==> config.mk <==
export PLATFORM = sky130hd
export DESIGN_NAME = sm4_cbc_encrypt_flat
export DESIGN_NICKNAME = d
export VERILOG_FILES = /design/src/rtl/sm4_pkg.sv /design/src/rtl/sm4_in_if.sv /design/src/rtl/sm4_out_if.sv /design/src/rtl/sm4_ram.sv /design/src/rtl/sm4_datapath.sv /design/src/rtl/sm4_ctrl.sv /design/src/rtl/sm4_cbc_encrypt.sv /design/src/flat_wrapper.sv
export VERILOG_INCLUDE_DIRS = /design/src /design/src/rtl
export SDC_FILE = /design/constraint.sdc
export NUM_CORES = 2
export LEC_CHECK = 0
export BUFFER_PORTS_ARGS = -buffer_cell sky130_fd_sc_hd__buf_2
export CAP_MARGIN = 0
export CORE_MARGIN = 8
export CORE_UTILIZATION = 35
export CTS_BUF_LIST = sky130_fd_sc_hd__clkbuf_4
export DETAILED_ROUTE_END_ITERATION = 10
export MAX_ROUTING_LAYER = met4
export SYNTH_ARGS = -nofsm -noshare
export SYNTH_HDL_FRONTEND = slang
export SYNTH_SLANG_ARGS = --single-unit
==> constraint.sdc <==
create_clock -name clk -period 7.35 [get_ports clk]
set_clock_uncertainty 0.2 [all_clocks]
set_input_delay 0.735 -clock clk [delete_from_list [all_inputs] [get_ports clk]]
set_output_delay 0.735 -clock clk [all_outputs]
set_load 0.1 [all_outputs]
==> src/rtl/sm4_cbc_encrypt_defines.svh <==
// ----------------------------------------------------------------------------
// SM4 CBC encryptor: assertion macros
// Shared forms for the concurrent checks in the RTL. They expect clk and arst_n
// in scope.
// ----------------------------------------------------------------------------
`ifndef SM4_CBC_ENCRYPT_DEFINES_SVH
`define SM4_CBC_ENCRYPT_DEFINES_SVH

// The consequent must hold in the same cycle as the antecedent.
`define SM4_ASSERT_SAME(label, ante, cons) \
	label: assert property (@(posedge clk) disable iff (!arst_n) (ante) |-> (cons)) \
		else $error("sm4 check failed: same-cycle rule");

// The consequent must hold in the cycle after the antecedent.
`define SM4_ASSERT_NEXT(label, ante, cons) \
	label: assert property (@(posedge clk) disable iff (!arst_n) (ante) |=> (cons)) \
		else $error("sm4 check failed: next-cycle rule");

`endif

==> src/rtl/sm4_pkg.sv <==
// ----------------------------------------------------------------------------
// SM4 CBC encryptor package
// Constants, S-box, round functions and the types shared by controller and
// datapath.
// ----------------------------------------------------------------------------
package sm4_pkg;

	localparam int ROUND_COUNT = 32;
	localparam int RK_IDX_W    = $clog2(ROUND_COUNT);
	localparam logic [RK_IDX_W-1:0] LAST_ROUND = RK_IDX_W'(ROUND_COUNT - 1);

	localparam int CFG_IDX_W = 2;
	localparam logic [CFG_IDX_W-1:0] CFG_KEY_HIGH = 2'd0;
	localparam logic [CFG_IDX_W-1:0] CFG_KEY_LOW  = 2'd1;
	localparam logic [CFG_IDX_W-1:0] CFG_IV_HIGH  = 2'd2;
	localparam logic [CFG_IDX_W-1:0] CFG_IV_LOW   = 2'd3;

	localparam logic [63:0] KEY_HIGH_RST = 64'h0123_4567_89ab_cdef;
	localparam logic [63:0] KEY_LOW_RST  = 64'hfedc_ba98_7654_3210;

	localparam logic [127:0] FK = 128'ha3b1bac6_56aa3350_677d9197_b27022dc;

	localparam logic [7:0] SBOX [256] = '{
		8'hd6,8'h90,8'he9,8'hfe,8'hcc,8'he1,8'h3d,8'hb7,8'h16,8'hb6,8'h14,8'hc2,8'h28,8'hfb,8'h2c,8'h05,
		8'h2b,8'h67,8'h9a,8'h76,8'h2a,8'hbe,8'h04,8'hc3,8'haa,8'h44,8'h13,8'h26,8'h49,8'h86,8'h06,8'h99,
		8'h9c,8'h42,8'h50,8'hf4,8'h91,8'hef,8'h98,8'h7a,8'h33,8'h54,8'h0b,8'h43,8'hed,8'hcf,8'hac,8'h62,
		8'he4,8'hb3,8'h1c,8'ha9,8'hc9,8'h08,8'he8,8'h95,8'h80,8'hdf,8'h94,8'hfa,8'h75,8'h8f,8'h3f,8'ha6,
		8'h47,8'h07,8'ha7,8'hfc,8'hf3,8'h73,8'h17,8'hba,8'h83,8'h59,8'h3c,8'h19,8'he6,8'h85,8'h4f,8'ha8,
		8'h68,8'h6b,8'h81,8'hb2,8'h71,8'h64,8'hda,8'h8b,8'hf8,8'heb,8'h0f,8'h4b,8'h70,8'h56,8'h9d,8'h35,
		8'h1e,8'h24,8'h0e,8'h5e,8'h63,8'h58,8'hd1,8'ha2,8'h25,8'h22,8'h7c,8'h3b,8'h01,8'h21,8'h78,8'h87,
		8'hd4,8'h00,8'h46,8'h57,8'h9f,8'hd3,8'h27,8'h52,8'h4c,8'h36,8'h02,8'he7,8'ha0,8'hc4,8'hc8,8'h9e,
		8'hea,8'hbf,8'h8a,8'hd2,8'h40,8'hc7,8'h38,8'hb5,8'ha3,8'hf7,8'hf2,8'hce,8'hf9,8'h61,8'h15,8'ha1,
		8'he0,8'hae,8'h5d,8'ha4,8'h9b,8'h34,8'h1a,8'h55,8'had,8'h93,8'h32,8'h30,8'hf5,8'h8c,8'hb1,8'he3,
		8'h1d,8'hf6,8'he2,8'h2e,8'h82,8'h66,8'hca,8'h60,8'hc0,8'h29,8'h23,8'hab,8'h0d,8'h53,8'h4e,8'h6f,
		8'hd5,8'hdb,8'h37,8'h45,8'hde,8'hfd,8'h8e,8'h2f,8'h03,8'hff,8'h6a,8'h72,8'h6d,8'h6c,8'h5b,8'h51,
		8'h8d,8'h1b,8'haf,8'h92,8'hbb,8'hdd,8'hbc,8'h7f,8'h11,8'hd9,8'h5c,8'h41,8'h1f,8'h10,8'h5a,8'hd8,
		8'h0a,8'hc1,8'h31,8'h88,8'ha5,8'hcd,8'h7b,8'hbd,8'h2d,8'h74,8'hd0,8'h12,8'hb8,8'he5,8'hb4,8'hb0,
		8'h89,8'h69,8'h97,8'h4a,8'h0c,8'h96,8'h77,8'h7e,8'h65,8'hb9,8'hf1,8'h09,8'hc5,8'h6e,8'hc6,8'h84,
		8'h18,8'hf0,8'h7d,8'hec,8'h3a,8'hdc,8'h4d,8'h20,8'h79,8'hee,8'h5f,8'h3e,8'hd7,8'hcb,8'h39,8'h48
	};

	typedef enum logic [2:0] {
		ST_IDLE    = 3'b001,
		ST_EXPAND  = 3'b010,
		ST_ENCRYPT = 3'b100
	} state_t;

	typedef struct packed {
		logic                load;
		logic                start;
		logic                exp_en;
		logic                enc_en;
		logic                finish;
		logic [RK_IDX_W-1:0] idx;
		logic [RK_IDX_W-1:0] rd_idx;
	} ctrl_cmd_t;

	function automatic logic [31:0] rotl(input logic [31:0] v, input int n);
		return (v << n) | (v >> (32 - n));
	endfunction

	function automatic logic [31:0] tau(input logic [31:0] a);
		return {SBOX[a[31:24]], SBOX[a[23:16]], SBOX[a[15:8]], SBOX[a[7:0]]};
	endfunction

	function automatic logic [31:0] l_enc(input logic [31:0] b);
		return b ^ rotl(b, 2) ^ rotl(b, 10) ^ rotl(b, 18) ^ rotl(b, 24);
	endfunction

	function automatic logic [31:0] l_key(input logic [31:0] b);
		return b ^ rotl(b, 13) ^ rotl(b, 23);
	endfunction

	// Byte j of CK[i] is (4i + j) * 7 modulo 256, formed as 8x - x.
	function automatic logic [31:0] ck_word(input logic [RK_IDX_W-1:0] i);
		logic [31:0] w;
		logic [7:0]  x;
		w = '0;
		for (int j = 0; j < 4; j++) begin
			x = 8'({i, 2'(j)});
			w = {w[23:0], 8'((x << 3) - x)};
		end
		return w;
	endfunction

endpackage

==> src/rtl/sm4_in_if.sv <==
// ----------------------------------------------------------------------------
// SM4 plaintext channel
// Valid/ready channel carrying one plaintext block and its restart flag.
// ----------------------------------------------------------------------------
interface sm4_in_if;
	logic        valid;
	logic        ready;
	logic [63:0] plain_high;
	logic [63:0] plain_low;
	logic        restart;

	modport source (output valid, output plain_high, output plain_low, output restart,
		input ready);
	modport sink (input valid, input plain_high, input plain_low, input restart,
		output ready);
endinterface

==> src/rtl/sm4_out_if.sv <==
// ----------------------------------------------------------------------------
// SM4 ciphertext channel
// Valid/ready channel carrying one ciphertext block.
// ----------------------------------------------------------------------------
interface sm4_out_if;
	logic        valid;
	logic        ready;
	logic [63:0] cipher_high;
	logic [63:0] cipher_low;

	modport source (output valid, output cipher_high, output cipher_low, input ready);
	modport sink (input valid, input cipher_high, input cipher_low, output ready);
endinterface

==> src/rtl/sm4_ram.sv <==
// ----------------------------------------------------------------------------
// SM4 generic RAM
// One write port and one read port with registered read data.
// ----------------------------------------------------------------------------
module sm4_ram #(
	parameter int WIDTH = 32,
	parameter int DEPTH = 32
) (
	input  logic                     clk,
	input  logic                     we,
	input  logic [$clog2(DEPTH)-1:0] waddr,
	input  logic [WIDTH-1:0]         wdata,
	input  logic [$clog2(DEPTH)-1:0] raddr,
	output logic [WIDTH-1:0]         rdata
);

	logic [WIDTH-1:0] mem_q [DEPTH];

	always_ff @(posedge clk) begin
		if (we) begin
			mem_q[waddr] <= wdata;
		end
		rdata <= mem_q[raddr];
	end

endmodule

==> src/rtl/sm4_datapath.sv <==
// ----------------------------------------------------------------------------
// SM4 datapath
// Configuration registers, chaining value, key schedule state, block state,
// the shared round unit, the round key store and the result register.
// ----------------------------------------------------------------------------
module sm4_datapath (
	input  logic                           clk,
	input  logic                           arst_n,
	input  logic                           cfg_we,
	input  logic [sm4_pkg::CFG_IDX_W-1:0]  cfg_index,
	input  logic [63:0]                    cfg_data,
	input  sm4_pkg::ctrl_cmd_t             cmd,
	input  logic [63:0]                    plain_high,
	input  logic [63:0]                    plain_low,
	output logic [63:0]                    cipher_high,
	output logic [63:0]                    cipher_low
);

	logic [63:0]  key_high_q, key_low_q, iv_high_q, iv_low_q;
	logic [127:0] chain_q;
	logic [127:0] key_st_q;
	logic [127:0] work_q;
	logic [127:0] cipher_q;
	logic [127:0] chain_sel;
	logic [31:0]  rk_rd;
	logic [31:0]  mix_in;
	logic [31:0]  sub;
	logic [31:0]  new_key;
	logic [31:0]  new_word;

	always_ff @(posedge clk or negedge arst_n) begin
		if (!arst_n) begin
			key_high_q <= sm4_pkg::KEY_HIGH_RST;
			key_low_q  <= sm4_pkg::KEY_LOW_RST;
			iv_high_q  <= '0;
			iv_low_q   <= '0;
		end else if (cfg_we) begin
			case (cfg_index)
				sm4_pkg::CFG_KEY_HIGH: key_high_q <= cfg_data;
				sm4_pkg::CFG_KEY_LOW:  key_low_q  <= cfg_data;
				sm4_pkg::CFG_IV_HIGH:  iv_high_q  <= cfg_data;
				sm4_pkg::CFG_IV_LOW:   iv_low_q   <= cfg_data;
				default: ;
			endcase
		end
	end

	assign chain_sel = cmd.start ? {iv_high_q, iv_low_q} : chain_q;

	// One S-box layer serves both the key schedule and the cipher rounds.
	assign mix_in = cmd.exp_en
		? (key_st_q[95:64] ^ key_st_q[63:32] ^ key_st_q[31:0] ^
			sm4_pkg::ck_word(cmd.idx))
		: (work_q[95:64] ^ work_q[63:32] ^ work_q[31:0] ^ rk_rd);
	assign sub      = sm4_pkg::tau(mix_in);
	assign new_key  = key_st_q[127:96] ^ sm4_pkg::l_key(sub);
	assign new_word = work_q[127:96] ^ sm4_pkg::l_enc(sub);

	sm4_ram #(
		.WIDTH(32),
		.DEPTH(sm4_pkg::ROUND_COUNT)
	) u_rk_ram (
		.clk  (clk),
		.we   (cmd.exp_en),
		.waddr(cmd.idx),
		.wdata(new_key),
		.raddr(cmd.rd_idx),
		.rdata(rk_rd)
	);

	always_ff @(posedge clk or negedge arst_n) begin
		if (!arst_n) begin
			chain_q <= '0;
		end else if (cmd.finish) begin
			chain_q <= {new_word, work_q[31:0], work_q[63:32], work_q[95:64]};
		end
	end

	always_ff @(posedge clk) begin
		if (cmd.load) begin
			work_q <= {plain_high, plain_low} ^ chain_sel;
		end else if (cmd.enc_en) begin
			work_q <= {work_q[95:0], new_word};
		end
		if (cmd.load && cmd.start) begin
			key_st_q <= {key_high_q, key_low_q} ^ sm4_pkg::FK;
		end else if (cmd.exp_en) begin
			key_st_q <= {key_st_q[95:0], new_key};
		end
		// The final round's output word order is reversed.
		if (cmd.finish) begin
			cipher_q <= {new_word, work_q[31:0], work_q[63:32], work_q[95:64]};
		end
	end

	assign cipher_high = cipher_q[127:64];
	assign cipher_low  = cipher_q[63:0];

endmodule

==> src/rtl/sm4_ctrl.sv <==
// ----------------------------------------------------------------------------
// SM4 controller
// Sequences key expansion and cipher rounds and owns both handshakes.
// ----------------------------------------------------------------------------
`include "sm4_cbc_encrypt_defines.svh"

module sm4_ctrl (
	input  logic               clk,
	input  logic               arst_n,
	input  logic               in_valid,
	input  logic               in_restart,
	output logic               in_ready,
	output logic               out_valid,
	input  logic               out_ready,
	output sm4_pkg::ctrl_cmd_t cmd
);

	sm4_pkg::state_t                state_q, state_d;
	logic [sm4_pkg::RK_IDX_W-1:0]   cnt_q, cnt_d;
	logic                           keys_valid_q;
	logic                           out_valid_q;
	logic                           accept;
	logic                           start;
	logic                           last;
	logic                           out_free;
	logic                           finish;

	assign in_ready = (state_q == sm4_pkg::ST_IDLE);
	assign accept   = in_ready && in_valid;
	assign start    = in_restart || !keys_valid_q;
	assign last     = (cnt_q == sm4_pkg::LAST_ROUND);
	assign out_free = !out_valid_q || out_ready;
	assign finish   = (state_q == sm4_pkg::ST_ENCRYPT) && last && out_free;

	always_comb begin
		state_d = state_q;
		cnt_d   = cnt_q;
		case (state_q)
			sm4_pkg::ST_IDLE: begin
				if (accept) begin
					state_d = start ? sm4_pkg::ST_EXPAND : sm4_pkg::ST_ENCRYPT;
					cnt_d   = '0;
				end
			end
			sm4_pkg::ST_EXPAND: begin
				cnt_d = cnt_q + 1'b1;
				if (last) begin
					state_d = sm4_pkg::ST_ENCRYPT;
				end
			end
			sm4_pkg::ST_ENCRYPT: begin
				if (!last) begin
					cnt_d = cnt_q + 1'b1;
				end else if (out_free) begin
					state_d = sm4_pkg::ST_IDLE;
				end
			end
			default: begin
				state_d = sm4_pkg::ST_IDLE;
			end
		endcase
	end

	always_ff @(posedge clk or negedge arst_n) begin
		if (!arst_n) begin
			state_q      <= sm4_pkg::ST_IDLE;
			cnt_q        <= '0;
			keys_valid_q <= 1'b0;
			out_valid_q  <= 1'b0;
		end else begin
			state_q <= state_d;
			cnt_q   <= cnt_d;
			if (accept && start) begin
				keys_valid_q <= 1'b1;
			end
			if (finish) begin
				out_valid_q <= 1'b1;
			end else if (out_ready) begin
				out_valid_q <= 1'b0;
			end
		end
	end

	assign out_valid = out_valid_q;

	// The key store read is registered, so the next round's key is addressed during
	// the current round; on the last round the address holds while the result stalls.
	always_comb begin
		cmd.load   = accept;
		cmd.start  = start;
		cmd.exp_en = (state_q == sm4_pkg::ST_EXPAND);
		cmd.enc_en = (state_q == sm4_pkg::ST_ENCRYPT) && (!last || out_free);
		cmd.finish = finish;
		cmd.idx    = cnt_q;
		cmd.rd_idx = '0;
		if (state_q == sm4_pkg::ST_ENCRYPT) begin
			cmd.rd_idx = last ? cnt_q : cnt_q + 1'b1;
		end
	end

	`SM4_ASSERT_SAME(a_finish_no_overwrite, finish && out_valid_q, out_ready)
	`SM4_ASSERT_NEXT(a_start_expands, accept && start,
		state_q == sm4_pkg::ST_EXPAND && cnt_q == '0)
	`SM4_ASSERT_NEXT(a_resume_encrypts, accept && !start,
		state_q == sm4_pkg::ST_ENCRYPT && cnt_q == '0)
	`SM4_ASSERT_NEXT(a_expand_to_encrypt, state_q == sm4_pkg::ST_EXPAND && last,
		state_q == sm4_pkg::ST_ENCRYPT && cnt_q == '0 && keys_valid_q)

endmodule

==> src/rtl/sm4_cbc_encrypt.sv <==
// ----------------------------------------------------------------------------
// SM4 CBC encryptor, top level
// Enciphers 128-bit blocks with SM4 in CBC mode, key and IV from configuration.
// ----------------------------------------------------------------------------
// After acceptance, one round is done per cycle by a single shared round unit,
// which holds on the last cipher round while the output register is still full.
// For the first block after reset, or one that carries restart, the 32 round
// keys are expanded first. The first round key is fetched from the store in the
// cycle the beat is accepted, or in the last expansion cycle when keys are expanded.
// A new plaintext beat is taken in the cycle after the ciphertext is registered,
// and the ciphertext may still wait in the output register by then.
// Key and IV writes take effect at the next restart and should only be made
// while the block is idle.
module sm4_cbc_encrypt (
	input  logic                          clk,
	input  logic                          arst_n,
	sm4_in_if.sink                        in_ch,
	sm4_out_if.source                     out_ch,
	input  logic                          cfg_we,
	input  logic [sm4_pkg::CFG_IDX_W-1:0] cfg_index,
	input  logic [63:0]                   cfg_data
);

	sm4_pkg::ctrl_cmd_t cmd;
	logic               in_ready;
	logic               out_valid;
	logic [63:0]        cipher_high;
	logic [63:0]        cipher_low;

	sm4_ctrl u_ctrl (
		.clk       (clk),
		.arst_n    (arst_n),
		.in_valid  (in_ch.valid),
		.in_restart(in_ch.restart),
		.in_ready  (in_ready),
		.out_valid (out_valid),
		.out_ready (out_ch.ready),
		.cmd       (cmd)
	);

	sm4_datapath u_datapath (
		.clk        (clk),
		.arst_n     (arst_n),
		.cfg_we     (cfg_we),
		.cfg_index  (cfg_index),
		.cfg_data   (cfg_data),
		.cmd        (cmd),
		.plain_high (in_ch.plain_high),
		.plain_low  (in_ch.plain_low),
		.cipher_high(cipher_high),
		.cipher_low (cipher_low)
	);

	assign in_ch.ready        = in_ready;
	assign out_ch.valid       = out_valid;
	assign out_ch.cipher_high = cipher_high;
	assign out_ch.cipher_low  = cipher_low;

endmodule
==> src/flat_wrapper.sv <==
// flat-port wrapper written by rule: the top's interface ports become plain ports
module sm4_cbc_encrypt_flat 
  (clk, arst_n, cfg_we, cfg_index, cfg_data, in_ch_valid, in_ch_plain_high, in_ch_plain_low, in_ch_restart, in_ch_ready, out_ch_valid, out_ch_cipher_high, out_ch_cipher_low, out_ch_ready);
  sm4_in_if in_ch_i ();
  sm4_out_if out_ch_i ();
  input  logic clk;
  input  logic arst_n;
  input  logic cfg_we;
  input  logic [sm4_pkg::CFG_IDX_W-1:0] cfg_index;
  input  logic [63:0] cfg_data;
  input wire logic [$bits(in_ch_i.valid)-1:0] in_ch_valid;
  input wire logic [$bits(in_ch_i.plain_high)-1:0] in_ch_plain_high;
  input wire logic [$bits(in_ch_i.plain_low)-1:0] in_ch_plain_low;
  input wire logic [$bits(in_ch_i.restart)-1:0] in_ch_restart;
  output wire logic [$bits(in_ch_i.ready)-1:0] in_ch_ready;
  output wire logic [$bits(out_ch_i.valid)-1:0] out_ch_valid;
  output wire logic [$bits(out_ch_i.cipher_high)-1:0] out_ch_cipher_high;
  output wire logic [$bits(out_ch_i.cipher_low)-1:0] out_ch_cipher_low;
  input wire logic [$bits(out_ch_i.ready)-1:0] out_ch_ready;
  assign in_ch_i.valid = in_ch_valid;
  assign in_ch_i.plain_high = in_ch_plain_high;
  assign in_ch_i.plain_low = in_ch_plain_low;
  assign in_ch_i.restart = in_ch_restart;
  assign in_ch_ready = in_ch_i.ready;
  assign out_ch_valid = out_ch_i.valid;
  assign out_ch_cipher_high = out_ch_i.cipher_high;
  assign out_ch_cipher_low = out_ch_i.cipher_low;
  assign out_ch_i.ready = out_ch_ready;
  sm4_cbc_encrypt u_core (.clk(clk), .arst_n(arst_n), .in_ch(in_ch_i), .out_ch(out_ch_i), .cfg_we(cfg_we), .cfg_index(cfg_index), .cfg_data(cfg_data));
endmodule
==> run_results.csv <==
group,metric,value,unit
routing,drt_iter0_drc,8817,
global_route,overflow,0,
place,place.gp.congestion,1.016,
critical_path,cp_max_fo,67,
logic_synthesis,yosys.area.top_type_share,46.02,%
clock_tree,clock_sinks,1834,
global_route,grt_pass1_wl,542700,um
place,dp_hpwl,248300,um
clock_tree,postCtsSetupBuffers,0,
routing,avgRoutedWirePerCell,29.78,um
routing,detail-route-antenna-nets,0,
place,pre_cts_ws,0.1674,ns
critical_path,path_class,"reg2reg",
finish,area_delta_synth_final,18.94,%
logic_synthesis,syn_inst,8044,
finish,fin_nets,9226,
floorplanning,num_rows,188,
timing,tightestPinTransition,1.277,ns
routing,drcViolationCount,0,
finish,drive_above_1_share,22.45,%
clock_tree,cts_tree,"done",
routing,vias_per_cell,5.818,
floorplanning,die_h,528.3,um
critical_path,crit_required,8.36,ns
logic_synthesis,syn-cell-area,91870,um^2
floorplanning,core_area,261800,um^2
routing,vias,75220,
global_route,antenna_found_initial,35,
finish,final_common_cell,"edfxtp_1",
critical_path,crit_chain,"or3b_4 -> buf_4 -> mux2i_4 -> buf_12 -> nor2_1 -> a221oi_2 -> o21ai_0 -> a32oi_1 -> a22o_1 -> xnor2_1 -> xnor2_1 -> xnor2_1 -> buf_4 -> mux2_2",
timing,slew_violations,0,
job,maxCapViolations,0,
outcome,status,"complete, no violations",
logic_synthesis,ys_ff_latch,1834,
timing,period_share,98.14,%
finish,multiInputGateArea,36700,um^2
clock_tree,cts.htree.levels,5,
logic_synthesis,synth_edf_count,1408,
logic_synthesis,synth_nets,8294,
logic_synthesis,yosysSeqAreaShare,57.54,%
logic_synthesis,yosysWarnings,0,
global_route,grt_use_total,27.23,%
timing,worst_slack,0.1365,ns
timing,post-route-min-period,7.213,ns
min_path,holdCritPathClass,"in2reg",
clock_tree,path_clk_slew,0.07,ns
clock_tree,clock_latency,1.53,ns
critical_path,worstSetupStartpointType,"register",
timing,rsz0062_at_grt,"false",
floorplanning,die-area,279100,um^2
floorplanning,start_util,35.09,%
critical_path,end_kind,"register",
timing,setup_violations,0,
global_route,grt_max_degree,180,
floorplanning,io_pins,330,
routing,firstDrtPassIters,6,
place,io_buffers,329,
global_route,grt_pass1_vias,73680,
logic_synthesis,async_flop_share,21.48,%
clock_tree,cts_buffer_depth,4,
critical_path,worstPathArrival,8.22,ns
timing,hold_violations,0,
critical_path,crit_top_cell,"xnor2_1",
place,place_inst,11650,
logic_synthesis,yosys.area.top_type,"edfxtp_1",
floorplanning,fp.dieW,528.3,um
timing,fmax,138.6,MHz
finish,fill_cells,24810,
timing,relSlewSlack,14.20,%
logic_synthesis,ys.flop_type,"edfxtp_1",
logic_synthesis,avgSynthCellArea,11.42,um^2
timing,setup_tns,0,ns
clock_tree,cts_root_buf,"clkbuf_4",
logic_synthesis,synthTopCellsByArea,"edfxtp_1 46%, dfrtp_1 9.0%, nand2_1 5.7%",
logic_synthesis,netlist-cell-type-count,115,
finish,final_cell_mix,"1408 x edfxtp_1, 1403 x nand2_1, 778 x clkbuf_4",
finish,final_cells,12930,
critical_path,slowest_delay,0.81,ns
clock_tree,cts_buffers,485,
critical_path,slowest_stage,"xnor2_1",
finish,fin_util,41.74,%
routing,wl,385000,um
finish,ff_latch_area,52860,um^2
stage by stage:
step / cell area [um^2] / hold slack [ns]
3_5_place_dp: 99300 / 0.2551
3_3_place_gp: 99300 / 0.2518
4_1_cts: 109100 / 0.0006433
2_1_floorplan: 91870 / 0.2258
6_report: 109300 / 0.1400
5_1_grt: 109200 / 0.05884
synth_stat cells, types with 191 or more instances:
master    count
and2_1      266
edfxtp_1   1408
o21ai_0     353
a211oi_1    434
xor2_1      196
dfrtp_1     329
nor2_1      320
a21oi_1     334
clkbuf_1    417
xnor2_1     311
a31oi_1     191
nand2_1    1407
mux2_2      319
critical path: cells and delay by family (launching register included):
family	cells	cell delay, ns
simple gates	2	1.06
buf+inv	3	1.06
xor+xnor	3	1.36
flops	1	0.62
mux	2	0.46
compound gates	4	1.99
layer usage:
layer	share of wire (%)	routed length (um)	GRT usage, %	up-vias
li1	-	-	-	32350
met1	39	149400	33.06	37840
met2	46	176600	41.95	3990
met3	7.8	30070	5.153	1044
met4	7.5	28850	17.10	0
met5	0	0	-	-
final cells by class:
class / count / area share, %
antenna: 51 / 0.1168
clock buffer: 778 / 5.345
clock inverter: 97 / 0.4042
inverter: 50 / 0.1832
multi-input combinational: 5519 / 33.58
sequential: 1834 / 48.38
tap: 3515 / 4.025
timing repair buffer: 1086 / 7.965
worst paths after layout:
kind,from,endpoint,slack (ns),cells after the start
setup reg to reg,u_core.u_ctrl.state_q[0]$_DFFE_PN1P_,u_core.u_datapath.work_q[0]$_DFFE_PP_,0.14,14
setup / recovery,u_core.u_ctrl.state_q[0]$_DFFE_PN1P_,u_core.u_datapath.work_q[0]$_DFFE_PP_,0.14,14
hold reg to reg,u_core.u_datapath.chain_q[44]$_DFFE_PN0P_,u_core.u_datapath.chain_q[44]$_DFFE_PN0P_,0.28,2
min in group asynchronous,arst_n,u_core.u_datapath.key_high_q[17]$_DFFE_PN1P_,0.22,3
max in group asynchronous,arst_n,u_core.u_datapath.key_low_q[42]$_DFFE_PN0P_,5.54,4
hold / removal,cfg_data[40],u_core.u_datapath.key_low_q[40]$_DFFE_PN0P_,0.14,3
sequential cells by signal (all words and copies together), names as in the netlist, 3 cells and up:
register,flops
u_core.u_datapath.u_rk_ram.rdata,32
u_core.u_datapath.work_q,128
u_core.u_datapath.chain_q,128
u_core.u_ctrl.cnt_q,5
u_core.u_datapath.iv_high_q,64
u_core.u_ctrl.state_q,3
u_core.u_datapath.key_low_q,64
u_core.u_datapath.cipher_q,128
u_core.u_datapath.u_rk_ram.mem_q,1024
u_core.u_datapath.key_st_q,128
u_core.u_datapath.iv_low_q,64
u_core.u_datapath.key_high_q,64
repair_timing:
item	CTS	global route
hold buffers	353	0
setup endpoints to repair	1	3
resized for setup	1	1
hold endpoints to repair	668	0
logic make-up (layout without fill, tap and decap cells):
family | Yosys count | in the layout | share of synthesized area, %
AO/OA/AOI/OAI | 2097 | 2097 | 15.84
XOR/XNOR | 540 | 540 | 5.550
adder cells (fa/ha/maj) | 51 | 51 | 0.7000
buffers and inverters | 691 | 2011 | 3.300
flip-flops | 1834 | 1834 | 57.54
multiplexers | 500 | 500 | 6.041
other | 0 | 51 | 0
AND/OR/NAND/NOR | 2331 | 2331 | 11.03
Power is not shown: default switching activity piles up to over one toggle a cycle in this logic, so the estimate is an artifact.
